**src/rtl/core/orle_pkg.sv**
```systemverilog
`timescale 1ns / 1ps

package orle_pkg;

   localparam int DEPTH_DEF = 16;
   localparam int VAL_W     = 32;
   localparam int LEN_W     = 5;

   typedef enum logic [1:0] {
      OP_INS_FRONT = 2'd0,
      OP_INS_BACK  = 2'd1,
      OP_DELETE    = 2'd2,
      OP_DUMP      = 2'd3
   } opcode_type;

   typedef enum logic [1:0] {
      STAT_OK        = 2'd0,
      STAT_FULL      = 2'd1,
      STAT_EMPTY     = 2'd2,
      STAT_NOT_FOUND = 2'd3
   } status_type;

   typedef enum logic [2:0] {
      S_IDLE,
      S_EXEC,
      S_SEARCH,
      S_SHIFT,
      S_DUMP,
      S_REPORT
   } state_type;

   typedef struct packed {
      opcode_type               opcode;
      logic signed [VAL_W-1:0]  value;
   } req_type;

   typedef struct packed {
      status_type               status;
      logic signed [VAL_W-1:0]  element;
      logic                     last_of_run;
      logic [LEN_W-1:0]         length;
   } rsp_type;

endpackage

```
**src/rtl/core/ordered_ring_list_engine_core.sv**
```systemverilog
`timescale 1ns / 1ps

// Ordered ring list engine: a list of up to DEPTH signed 32-bit values kept
// in a circular buffer held in one synchronous RAM.
// Request channel (req_valid/req_ready/req_payload) carries an opcode and a
// value: insert at front, insert at back, delete first match, dump.
// Response channel (rsp_valid/rsp_ready/rsp_payload) returns one item per
// operation, or one item per element for a dump, the final one flagged by
// last_of_run. Each item reports status and the list length afterwards.
// One operation is worked at a time; req_ready is high only between them.
// Inserts and empty-list cases answer from the execute state; a dump first
// reads the front element, then sends one element per cycle while the
// receiver takes them; delete walks the list at one RAM read per cycle, then
// closes the gap at one read and one write per cycle, and reports from
// S_REPORT whether the value was found.
// The RAM port (one read, one write per cycle) sets the pace of these walks.
// Synchronous reset empties the list at once; no clearing pass is needed.
// A stalled receiver holds the response register; the engine waits with it,
// and a finished result may wait there while the next request is accepted.
module ordered_ring_list_engine_core #(
   parameter int DEPTH = orle_pkg::DEPTH_DEF
) (
   input  logic              clock,
   input  logic              reset,
   input  logic              req_valid,
   output logic              req_ready,
   input  orle_pkg::req_type req_payload,
   output logic              rsp_valid,
   input  logic              rsp_ready,
   output orle_pkg::rsp_type rsp_payload
);
   import orle_pkg::*;

   localparam int CW = $clog2(DEPTH + 1);
   localparam int IW = $clog2(DEPTH);

   state_type                state_ff, state_in;
   opcode_type               op_ff, op_in;
   logic signed [VAL_W-1:0]  value_ff, value_in;
   logic [CW-1:0]            count_ff, count_in;
   logic [IW-1:0]            front_ff, front_in;
   logic [CW-1:0]            idx_ff, idx_in;
   status_type               st_ff, st_in;
   logic                     rsp_valid_ff, rsp_valid_in;
   rsp_type                  rsp_ff;
   logic [VAL_W-1:0]         rdata_ff;
   logic [VAL_W-1:0]         mem [DEPTH];

   logic                     emit;
   rsp_type                  emit_rsp;
   logic                     rd_en, wr_en;
   logic [IW-1:0]            rd_addr, wr_addr;
   logic [VAL_W-1:0]         wr_data;
   logic                     out_free;
   logic                     count_zero, count_full, hit, at_last;

   function automatic logic [IW-1:0] pos_of(input logic [IW-1:0] f,
                                            input logic [CW-1:0] k);
      logic [CW:0] s;
      s = (CW+1)'(f) + (CW+1)'(k);
      if (s >= (CW+1)'(DEPTH))
         s = s - (CW+1)'(DEPTH);
      return s[IW-1:0];
   endfunction

   assign out_free   = !rsp_valid_ff || rsp_ready;
   assign count_zero = (count_ff == '0);
   assign count_full = (count_ff == CW'(DEPTH));
   assign hit        = (rdata_ff == value_ff);
   assign at_last    = ((idx_ff + 1'b1) == count_ff);

   assign req_ready   = (state_ff == S_IDLE);
   assign rsp_valid   = rsp_valid_ff;
   assign rsp_payload = rsp_ff;

   // next state
   always_comb begin
      state_in = state_ff;
      case (state_ff)
         S_IDLE: begin
            if (req_valid)
               state_in = S_EXEC;
         end
         S_EXEC: begin
            case (op_ff)
               OP_DELETE: begin
                  if (!count_zero)
                     state_in = S_SEARCH;
                  else if (out_free)
                     state_in = S_IDLE;
               end
               OP_DUMP: begin
                  if (!count_zero)
                     state_in = S_DUMP;
                  else if (out_free)
                     state_in = S_IDLE;
               end
               default: begin
                  if (out_free)
                     state_in = S_IDLE;
               end
            endcase
         end
         S_SEARCH: begin
            if (hit)
               state_in = S_SHIFT;
            else if (at_last)
               state_in = S_REPORT;
         end
         S_SHIFT: begin
            if (idx_ff == count_ff)
               state_in = S_REPORT;
         end
         S_DUMP: begin
            if (out_free && at_last)
               state_in = S_IDLE;
         end
         S_REPORT: begin
            if (out_free)
               state_in = S_IDLE;
         end
         default: state_in = S_IDLE;
      endcase
   end

   // datapath and RAM control
   always_comb begin
      op_in    = op_ff;
      value_in = value_ff;
      count_in = count_ff;
      front_in = front_ff;
      idx_in   = idx_ff;
      st_in    = st_ff;
      emit     = 1'b0;
      emit_rsp = '{status: STAT_OK, element: value_ff, last_of_run: 1'b1,
                   length: LEN_W'(count_ff)};
      rd_en    = 1'b0;
      rd_addr  = pos_of(front_ff, idx_ff + 1'b1);
      wr_en    = 1'b0;
      wr_addr  = front_ff;
      wr_data  = value_ff;
      case (state_ff)
         S_IDLE: begin
            if (req_valid) begin
               op_in    = req_payload.opcode;
               value_in = req_payload.value;
            end
         end
         S_EXEC: begin
            case (op_ff)
               OP_INS_FRONT, OP_INS_BACK: begin
                  if (out_free) begin
                     emit = 1'b1;
                     if (count_full) begin
                        emit_rsp.status = STAT_FULL;
                     end else begin
                        wr_en = 1'b1;
                        if (op_ff == OP_INS_FRONT) begin
                           front_in = (front_ff == '0) ? IW'(DEPTH - 1)
                                                       : front_ff - 1'b1;
                           wr_addr  = front_in;
                        end else begin
                           wr_addr = pos_of(front_ff, count_ff);
                        end
                        count_in        = count_ff + 1'b1;
                        emit_rsp.length = LEN_W'(count_in);
                     end
                  end
               end
               default: begin
                  if (count_zero) begin
                     emit            = out_free;
                     emit_rsp.status = STAT_EMPTY;
                     if (op_ff == OP_DUMP)
                        emit_rsp.element = '0;
                  end else begin
                     // prime the walk with the front element
                     rd_en   = 1'b1;
                     rd_addr = front_ff;
                     idx_in  = '0;
                  end
               end
            endcase
         end
         S_SEARCH: begin
            if (hit || !at_last) begin
               // fetch next element: walk on, or first element to pull forward
               rd_en  = 1'b1;
               idx_in = idx_ff + 1'b1;
            end else begin
               st_in = STAT_NOT_FOUND;
            end
         end
         S_SHIFT: begin
            if (idx_ff == count_ff) begin
               count_in = count_ff - 1'b1;
               st_in    = STAT_OK;
            end else begin
               // move element idx one slot toward the front
               wr_en   = 1'b1;
               wr_addr = pos_of(front_ff, idx_ff - 1'b1);
               wr_data = rdata_ff;
               rd_en   = 1'b1;
               idx_in  = idx_ff + 1'b1;
            end
         end
         S_DUMP: begin
            if (out_free) begin
               emit                 = 1'b1;
               emit_rsp.element     = rdata_ff;
               emit_rsp.last_of_run = at_last;
               if (!at_last) begin
                  rd_en  = 1'b1;
                  idx_in = idx_ff + 1'b1;
               end
            end
         end
         S_REPORT: begin
            emit            = out_free;
            emit_rsp.status = st_ff;
         end
         default: ;
      endcase
      rsp_valid_in = emit || (rsp_valid_ff && !rsp_ready);
   end

   always_ff @(posedge clock) begin
      if (reset) begin
         state_ff     <= S_IDLE;
         count_ff     <= '0;
         front_ff     <= '0;
         rsp_valid_ff <= 1'b0;
      end else begin
         state_ff     <= state_in;
         count_ff     <= count_in;
         front_ff     <= front_in;
         rsp_valid_ff <= rsp_valid_in;
      end
   end

   always_ff @(posedge clock) begin
      op_ff    <= op_in;
      value_ff <= value_in;
      idx_ff   <= idx_in;
      st_ff    <= st_in;
      if (emit)
         rsp_ff <= emit_rsp;
   end

   // list RAM: one write port, one registered read port
   always_ff @(posedge clock) begin
      if (wr_en)
         mem[wr_addr] <= wr_data;
      if (rd_en)
         rdata_ff <= mem[rd_addr];
   end

`ifndef NO_ASSERTIONS
   a_count_range: assert property (@(posedge clock) disable iff (reset)
      count_ff <= CW'(DEPTH))
      else $error("list count exceeds depth");

   a_count_step: assert property (@(posedge clock) disable iff (reset)
      !$past(reset) |-> (count_ff == $past(count_ff)) ||
                        (count_ff == $past(count_ff) + 1'b1) ||
                        (count_ff == $past(count_ff) - 1'b1))
      else $error("list count moved by more than one");

   a_no_write_on_walk: assert property (@(posedge clock) disable iff (reset)
      (state_ff == S_SEARCH || state_ff == S_DUMP) |-> !wr_en)
      else $error("RAM written during search or dump");

   a_dump_index: assert property (@(posedge clock) disable iff (reset)
      (state_ff == S_DUMP || state_ff == S_SEARCH) |-> idx_ff < count_ff)
      else $error("walk index beyond list");

   a_accept_exec: assert property (@(posedge clock) disable iff (reset)
      (req_valid && req_ready) |=> state_ff == S_EXEC)
      else $error("accepted item not executed");
`endif

endmodule

```
**config.mk**
```make
export PLATFORM = sky130hd
export DESIGN_NAME = ordered_ring_list_engine_core
export DESIGN_NICKNAME = d
export VERILOG_FILES = /design/src/rtl/core/orle_pkg.sv /design/src/rtl/core/ordered_ring_list_engine_core.sv
export SDC_FILE = /design/constraint.sdc
export NUM_CORES = 1
export LEC_CHECK = 0
export ABC_CLOCK_PERIOD_IN_PS = 6100
export BUFFER_PORTS_ARGS = -buffer_cell sky130_fd_sc_hd__buf_2
export CORE_ASPECT_RATIO = 0.8
export CORE_MARGIN = 3
export CORE_UTILIZATION = 35
export CTS_CLUSTER_SIZE = 28
export DETAILED_ROUTE_END_ITERATION = 10
export GPL_TIMING_DRIVEN = 0
export SYNTH_ARGS = -nofsm -noshare
export SYNTH_HDL_FRONTEND = slang
export SYNTH_SLANG_ARGS = --single-unit
export TNS_END_PERCENT = 10
```
**constraint.sdc**
```tcl
create_clock -name clock -period 6.1 [get_ports clock]
set_input_delay 0.305 -clock clock [delete_from_list [all_inputs] [get_ports clock]]
set_output_delay 0.305 -clock clock [all_outputs]
set_load 0.005 [all_outputs]
```
==> results of run 1 <==
[synthesized netlist by cell type (35+ instances only)]
cell	count	area [um2]
sky130_fd_sc_hd__nand3_1	132	661
sky130_fd_sc_hd__a21boi_0	63	473
sky130_fd_sc_hd__a21o_1	35	263
sky130_fd_sc_hd__xor2_1	43	377
sky130_fd_sc_hd__and3_1	64	400
sky130_fd_sc_hd__edfxtp_1	624	18700
sky130_fd_sc_hd__o21ai_0	139	696
sky130_fd_sc_hd__o211ai_1	73	548
sky130_fd_sc_hd__inv_1	77	289
sky130_fd_sc_hd__clkbuf_1	99	372
sky130_fd_sc_hd__a21oi_1	56	280
sky130_fd_sc_hd__mux2_2	44	495
[sequential cells by signal, summed over array words and instances (netlist names)]
register	count
front_ff	4
count_ff	5
op_ff	2
state_ff	3
value_ff	32
idx_ff	5
st_ff	1
mem	512
rsp_payload	40
rsp_valid	1
rdata_ff	32
[cell families after synthesis]
family	Yosys count	synth area share [%]
buffers and inverters	224	3.37
adder cells (fa/ha/maj)	17	0.853
multiplexers	96	4.03
XOR/XNOR	61	1.94
AO/OA/AOI/OAI	551	14.2
flip-flops	637	68.9
AND/OR/NAND/NOR	330	6.66
[metrics by stage]
stage	cell area, um2	TNS, ns	utilization, %	cells	hold WS [ns]
5_1_grt	32400	0	41.8	3220	0.195
6_report	32400	0	41.8	3220	0.144
3_5_place_dp	30100	0	38.8	3073	0.483
4_1_cts	32400	0	41.8	3220	0.112
3_3_place_gp	29200	-1109.48	37.7	3018	0.485
2_1_floorplan	27600	0	-	1916	0.377
[tightest hold or removal path, stage by stage]
cell and delay (ns):
sky130_fd_sc_hd__buf_2 0.09, sky130_fd_sc_hd__nand2b_1 0.22, sky130_fd_sc_hd__a31oi_1 0.11
[per-layer routing]
layer | global-route usage (%) | share of wire (%)
met4 | 5.61 | 2.6
met3 | 5.71 | 12
met2 | 31.2 | 43
met5 | 0 | 0
met1 | 29.7 | 42
[layout make-up]
| type | count | area, um2 |
|---|---|---|
| timing repair buffer | 169 | 1430 |
| clock inverter | 41 | 428 |
| tap | 1023 | 1280 |
| buffer | 146 | 637 |
| clock buffer | 71 | 1560 |
| sequential | 637 | 19000 |
| inverter | 78 | 293 |
| fill | 7018 | 45100 |
| multi-input combinational | 1055 | 7800 |
[placed cells by master (no fill, tap or decap), types with 8 or more instances in the layout]
master / count
sky130_fd_sc_hd__inv_1: 77
sky130_fd_sc_hd__a211oi_4: 8
sky130_fd_sc_hd__nand2_1: 22
sky130_fd_sc_hd__a21oi_1: 56
sky130_fd_sc_hd__clkbuf_16: 61
sky130_fd_sc_hd__buf_8: 18
sky130_fd_sc_hd__dlygate4sd3_1: 35
sky130_fd_sc_hd__mux2_2: 44
sky130_fd_sc_hd__o2111ai_1: 31
sky130_fd_sc_hd__nand2b_1: 9
sky130_fd_sc_hd__mux2_4: 19
sky130_fd_sc_hd__buf_6: 34
sky130_fd_sc_hd__a21boi_0: 63
sky130_fd_sc_hd__clkbuf_1: 109
sky130_fd_sc_hd__buf_2: 113
sky130_fd_sc_hd__dfxtp_1: 13
sky130_fd_sc_hd__ha_1: 14
sky130_fd_sc_hd__clkinv_2: 10
sky130_fd_sc_hd__mux2i_1: 33
sky130_fd_sc_hd__xor2_1: 43
sky130_fd_sc_hd__and3_1: 64
sky130_fd_sc_hd__nor3_2: 9
sky130_fd_sc_hd__bufinv_16: 9
sky130_fd_sc_hd__xnor2_1: 18
sky130_fd_sc_hd__o21ai_0: 139
sky130_fd_sc_hd__clkinv_1: 20
sky130_fd_sc_hd__a21o_1: 35
sky130_fd_sc_hd__nand3_1: 132
sky130_fd_sc_hd__edfxtp_1: 624
sky130_fd_sc_hd__a221o_1: 31
sky130_fd_sc_hd__o211ai_1: 73
sky130_fd_sc_hd__nor4_1: 14
sky130_fd_sc_hd__nor2_1: 30
sky130_fd_sc_hd__nor3_1: 13
sky130_fd_sc_hd__o211a_1: 31
sky130_fd_sc_hd__a22o_1: 32
[worst paths after layout]
check | start | to | slack, ns | cells past startpoint
worst min-delay path | rsp_ready | rsp_valid | 0.14 | 3
worst min register to register | rdata_ff[18] | rsp_payload[24] | 0.61 | 1
worst max register to register | count_ff[1] | mem[3][15] | 1.29 | 11
worst max-delay path | count_ff[1] | mem[3][15] | 1.29 | 11
[report_power, final]
part / switching [W] / internal, W
Sequential: 0.000298 / 0.00595
Combinational: 0.00594 / 0.00310
Clock: 0.00167 / 0.00221
Total: 0.00790 / 0.0113
[what timing repair did]
action / 4_1_cts / 5_1_grt
hold endpoints to repair: 37 / 0
gates resized for setup: 0 / 0
hold buffers: 35 / 0
==> impl.org, run 1 <==
** Status
- The flow ran to the end, and the final reports show no timing, DRC or antenna violations.

** Detailed routing
- For this run, design rule violations remaining after detail routing come to 0.
- Post-detailed-routing wire length :: between 80 and 90 mm
- Post-detailed-route count of antenna-violating nets :: 0
- Average via count per standard cell :: 5.74
- Violation count after the first detailed-route iteration :: 2460
- Via total after detailed routing :: 18500
- Number of detailed-route iterations in the first pass :: 7
- In the final routed layout, each cell accounts on average for 27.1 um.

** STA
- Final critical-path required period :: 4.81 ns
- Pins Over Slew Limit :: 0
- Setup repair after global routing left no endpoint under its margin.
- For the pin with the worst max-slew slack, the measured transition is ~1.5 ns.
- Once routing completed, OpenROAD measured the worst setup slack at 1.29 ns.
- Max Clk Rate :: 208 MHz
- Final Skew :: about 0.015 ns
- Final-report setup violation count :: 0
- The hold violation total from the final report came to 0.
- Post-route fraction of the period consumed by the critical path :: 78.9%
- Measured against its own limit, the worst slew margin works out to between 1.5 and 2%.

** Floorplanning
- In this run the vertical extent of the chip is 257 um.
- Once the floorplan was initialized, standard cells occupied 35.6% of the core.
- The floorplan step defined a die boundary enclosing 82200 um2.
- In this run the horizontal extent of the chip is about 320 um.
- Count of pins on the block boundary :: 80
- In this run the standard cell core region covers 77500 um2.
- The floorplan has roughly 90 rows.

** Worst setup path
- The worst setup path is captured at a flip-flop.
- Critical-path maximum fanout :: 10
- CP Launch Type :: flip-flop
- Crit path max-delay cell type :: sky130_fd_sc_hd__nor3_2
- Critical path type :: flip-flop to flip-flop
- Traced cell by cell, the critical path runs through clkbuf_1 -> inv_1 -> ha_1 -> nor4bb_1 -> nor4_1 -> buf_2 -> o211ai_1 -> o311ai_2 -> o21ai_0 -> nor3_2 -> buf_6.
- CP delay by family, top :: simple AND/OR/NAND/NOR gates
- Buffers plus inverters on the worst setup path :: 4
- Worst path arrival time :: approximately 5.2 ns
- For this run, the slowest stage of the critical path takes 1.05 ns.
- Worst EP required :: 6.44 ns

** Synth
- The cell area that synthesis handed to floorplanning was 27600 um2.
- Yosys Warn Count :: 0
- Unique cell type count in the Yosys netlist :: just over 80
- In this run, synthesis inferred 624 flip-flops with an integrated enable.
- After synthesis, the mean cell area works out to 14.4 um2.
- Sequential area share after synthesis :: 68.9%
- The most used flip-flop cell after synthesis is sky130_fd_sc_hd__edfxtp_1.
- In this run, synthesis produced a sequential element count of 637.
- Share of flip-flops with an asynchronous set or reset after synthesis :: 0%
- Synthesis produced a netlist with a net count of 1971.
- Synthesis produced a netlist whose cell count is 1916.

** Place
- During placement, the flow inserted port buffers numbering 79.
- Before CTS, the worst setup slack after placement is about 1.4 ns.
- Post-DP HPWL :: 60.4 mm
- Placer Congestion :: 0.893

** GRT
- Vias in the first global route :: 17900
- Largest net degree at the start of global routing :: 19
- The first global-routing pass estimated 125 mm of wire.
- Antenna violations before repair :: 2
- Across every metal layer, demand over resource in global routing totals 20.8%.
- For this run the aggregate overflow at the end of global routing stands at 0.

** Clock tree
- Number of CTS-inserted buffers :: 61
- Clock-pin slew was measured on the worst setup and hold paths at 0.06 ns.
- Clock tree synthesis found a total of 637 sinks.
- In this run the deepest clock path goes through 3 buffers.
- Source-to-sink clock delay at the later pin of the worst-skew pair :: 0.64 ns
- TritonCTS clock tree :: done
- The tree is rooted in a sky130_fd_sc_hd__clkbuf_16.
- The clock tree synthesis step divided the H-tree into 2 levels.
- Post-CTS timing repair inserted 0 buffers for setup.

** Min path
- The path class of the tightest hold or removal check is input port to flip-flop.

** Job
- The tool flagged a number of max-cap violations equal to 0.

** Final layout
- At the end of the flow, the number of nets in the layout was 2203.
- Fraction of layout instances using a drive strength above 1 :: 16.2%
- From synthesis to final layout, the design area changed by 17.6%.
- 0 antenna diodes ended up in the layout.

** Pwr
- The worst-case IR drop observed on VDD is ~0.00046 V.
- Power spread over the standard cell area amounts to approximately 600 nW/um2.
- Leakage Power :: 11.2 nW
- Total power :: about 0.019 W
No activity file was read; power rests on OpenSTA's default activity.
==> run 2, diff against run 1 <==
- ABC_CLOCK_PERIOD_IN_PS: 6100 -> 5000
- clock period: 6.1 -> 5 ns (I/O delays scaled with it)
==> impl.org, run 2 (synthesized netlist as in run 1, its figures left out) <==
** GRT
- The initial antenna violation count is 2 (unchanged).
- The pin count of the biggest net entering global routing was 19 (unchanged).
- The first-pass GRT wire length is 125 mm (unchanged).
- Total routing resource utilization after global routing :: 20.8% (unchanged)
- Grt total ovfl :: 0 (unchanged)
- Vias in the first global route :: 17900 (unchanged)

** Worst setup path
- Worst Reg-to-Reg Cells :: 10 (-1)
- Reg2reg setup slack :: 0.33 ns (-0.96 ns)
- Source of the worst register-to-register timing path :: front_ff[1]
- Slowest cell delay on critical path :: 0.57 ns (-0.48 ns)
- The number of buffers and inverters on the critical path came to 3 (-1).
- The endpoint arrival time on the critical path was 5.05 ns (-0.10 ns).
- In this run the worst setup path begins at front_ff[1].
- Grouping stages by cell kind, the critical path spends the most delay in buffers and inverters.
- Critical path type :: flip-flop to flip-flop
- Critical-path maximum fanout :: 10 (unchanged)
- End point of the critical path :: rdata_ff[22]
- On the critical path, the stage with the largest delay is an instance of sky130_fd_sc_hd__clkbuf_1.
- The critical path required time came to 5.38 ns (-1.06 ns).
- Type of destination of the critical path :: flip-flop
- By instance count, the cell type seen most on the critical path is sky130_fd_sc_hd__clkbuf_1.
- Logic depth of the worst setup path including buffers :: 10 (-1)
- Series of cell instances along the critical path :: clkbuf_1 -> inv_1 -> fa_1 -> xnor2_1 -> o21ai_1 -> nand2_1 -> clkbuf_1 -> a21oi_1 -> o211a_1 -> mux2_4
- The worst setup path is launched from a flip-flop.
- The worst register-to-register path ends at rdata_ff[22].

** Final layout
- The count of fill cells added during filler insertion is 7018 (unchanged).
- The utilization after layout was 41.8% (about the same).
- The area taken by flip-flops and latches came to 19000 um2 (unchanged).
- Area of combinational cells with multiple inputs :: 7810 um2 (+0.16%)
- The final instance area came to 32400 um2 (about the same).
- The top cell types in the final layout, fill and taps aside, are 624 x sky130_fd_sc_hd__edfxtp_1, 139 x sky130_fd_sc_hd__o21ai_0, 132 x sky130_fd_sc_hd__nand3_1, 113 x sky130_fd_sc_hd__buf_2, 109 x sky130_fd_sc_hd__clkbuf_1.
- mem holds more flip-flops than any other register.
- The area growth from synthesis to layout is 17.7% (about the same).
- Leaving out fill and tap cells, the most frequent cell in the layout is sky130_fd_sc_hd__edfxtp_1.
- Max reg flops :: 512 (unchanged)
- Fraction of layout instances using a drive strength above 1 :: 16.2% (unchanged)
- The total number of nets in the final design is 2203 (unchanged).
- Diode count :: 0 (unchanged)

** STA
- Pins Over Slew Limit :: 11 (+11)
- The share of the clock period used by the worst path after layout was 93.4% (+15 points).
- The maximum clock rate came to 214 MHz (+3.1%).
- Setup repair after global routing left no endpoint under its margin.
- Transition time of the tightest slew-check pin :: 1.53 ns (+0.0623 ns)
- Worst slew margin relative to its limit :: -2.16% (-4.2 points)
- Worst-case setup margin in the final layout :: 0.329 ns (-0.957 ns)
- The post-route minimum period came to 4.67 ns (-0.143 ns).
- Final hold viol count :: 0 (unchanged)
- Hold Slack :: 0.0972 ns (-0.0466 ns)
- The clock tree skew after final layout is 0.0130 ns (-0.00201 ns).
- The count of final setup violators came to 0 (unchanged).
- The sum of negative setup slack was 0 ns (unchanged).

** Clock tree
- The number of buffers inserted during clock tree synthesis came to 61 (unchanged).
- The clock sink count is 637 (unchanged).
- The clock-pin transition on the worst setup and hold timing paths was 0.06 ns (about the same).
- TritonCTS clock tree :: done
- The number of setup buffers added after CTS was 0 (unchanged).
- The maximum buffer depth of the clock tree was 3 (unchanged).
- Root buffer cell :: sky130_fd_sc_hd__clkbuf_16
- The clock latency on the worst-skew pair was 0.64 ns (about the same).
- Deepest level of the CTS H-tree :: 2 (unchanged)

** Place
- Port-buffer cells :: 79 (unchanged)
- The placed instance area was 30100 um2 (unchanged).
- Post-DP HPWL :: 60.4 mm (unchanged)
- Placer Congestion :: 0.893 (unchanged)
- Post-placement worst setup slack :: 0.250 ns (-1.10 ns)

** Pwr
- Leakage Power :: 11.2 nW (about the same)
- The power density over the cells came to 721 nW/um2 (+22%).
- The worst supply voltage drop on vdd came to 0.000557 V (+22%).

** Job
- The max-capacitance violation count is 1 (+1).

** Detailed routing
- The number of vias per cell was 5.75 (+0.24%).
- The post-detailed-route count of antenna-violating nets was 0 (unchanged).
- The post-route DRC violation count is 1 (+1).
- The total routed wirelength was 87.4 mm (+0.17%).
- The vias after detailed routing was 18500 (+0.24%).
- Violation count after the first detailed-route iteration :: 2381 (-3.2%)
- Number of detailed-route iterations in the first pass :: 9 (+2)
- The routed length per instance came to 27.1 um (+0.17%).

** Floorplanning
- Die Outline Area :: 82200 um2 (unchanged)
- Die extent in y :: 257 um (unchanged)
- The top-level I/O count was 80 (unchanged).
- The row count came to 91 (unchanged).
- The effective utilization at floorplan is 35.6% (unchanged).
- The overall die width was 320 um (unchanged).
- The area of the core region is 77500 um2 (unchanged).

** Status
- The run finished, with violations left.
- Violated checks :: design-rule violations, max-capacitance violations, max-slew violations

** Min path
- Worst hold path type :: input port to flip-flop
==> run 2: cell types whose count changed in the layout (fill, tap and decap cells not counted) <==
cell,change
sky130_fd_sc_hd__nor3_2,-2
sky130_fd_sc_hd__nor3_4,+2
==> run 2: worst min-delay path, cell delays in order <==
cell                       delay [ns]
sky130_fd_sc_hd__buf_2           0.09
sky130_fd_sc_hd__nand2b_1        0.22
sky130_fd_sc_hd__a31oi_1         0.11
==> run 2: how the worst min path moves through the flow <==
stage / startpoint / endpoint / cells past startpoint
final: rsp_ready / rsp_valid / 3
after global routing: rsp_ready / rsp_valid / 3
after CTS: rsp_ready / rsp_valid / 3
after detailed placement: req_payload[11] / value_ff[11] / 1
after global placement: req_payload[23] / value_ff[23] / 1
after floorplan: reset / state_ff[0] / 1
==> run 2: timing repair <==
item | in CTS | in global routing
endpoints found under the hold margin | 37 | 0
resized for setup | 0 | 2
setup endpoints to repair | 0 | 26
hold buffers | 35 | 0
==> run 2: layout make-up <==
| type | instances | area share (%) |
|---|---|---|
| Sequential cell | 637 | 58.6 |
| Multi-Input combinational cell | 1055 | 24.1 |
| Clock buffer | 71 | 4.82 |
| Timing Repair Buffer | 169 | 4.42 |
| Tap cell | 1023 | 3.95 |
| Buffer | 146 | 1.96 |
| Clock inverter | 41 | 1.32 |
| Inverter | 78 | 0.902 |
==> run 2: metrics by stage <==
| step | total power, W | instances |
|---|---|---|
| floorplan | 0.0141 | 1916 |
| global placement | 0.0181 | 3018 |
| detailed placement | 0.0185 | 3073 |
| CTS | 0.0232 | 3220 |
| global route | 0.0243 | 3220 |
| finish | 0.0234 | 3220 |
==> run 2: where the power goes <==
group	switching, W	internal (W)
combinational	0.00725	0.00378
clock	0.00204	0.00269
sequential	0.000363	0.00726
==> run 2: layer usage <==
layer	vias to the layer above	track usage (%)	share of wire (%)
met5	-	0	0.015
met4	2	5.61	2.7
met3	158	5.71	12
met2	1054	31.2	43
met1	9317	29.7	42
li1	7992	-	-
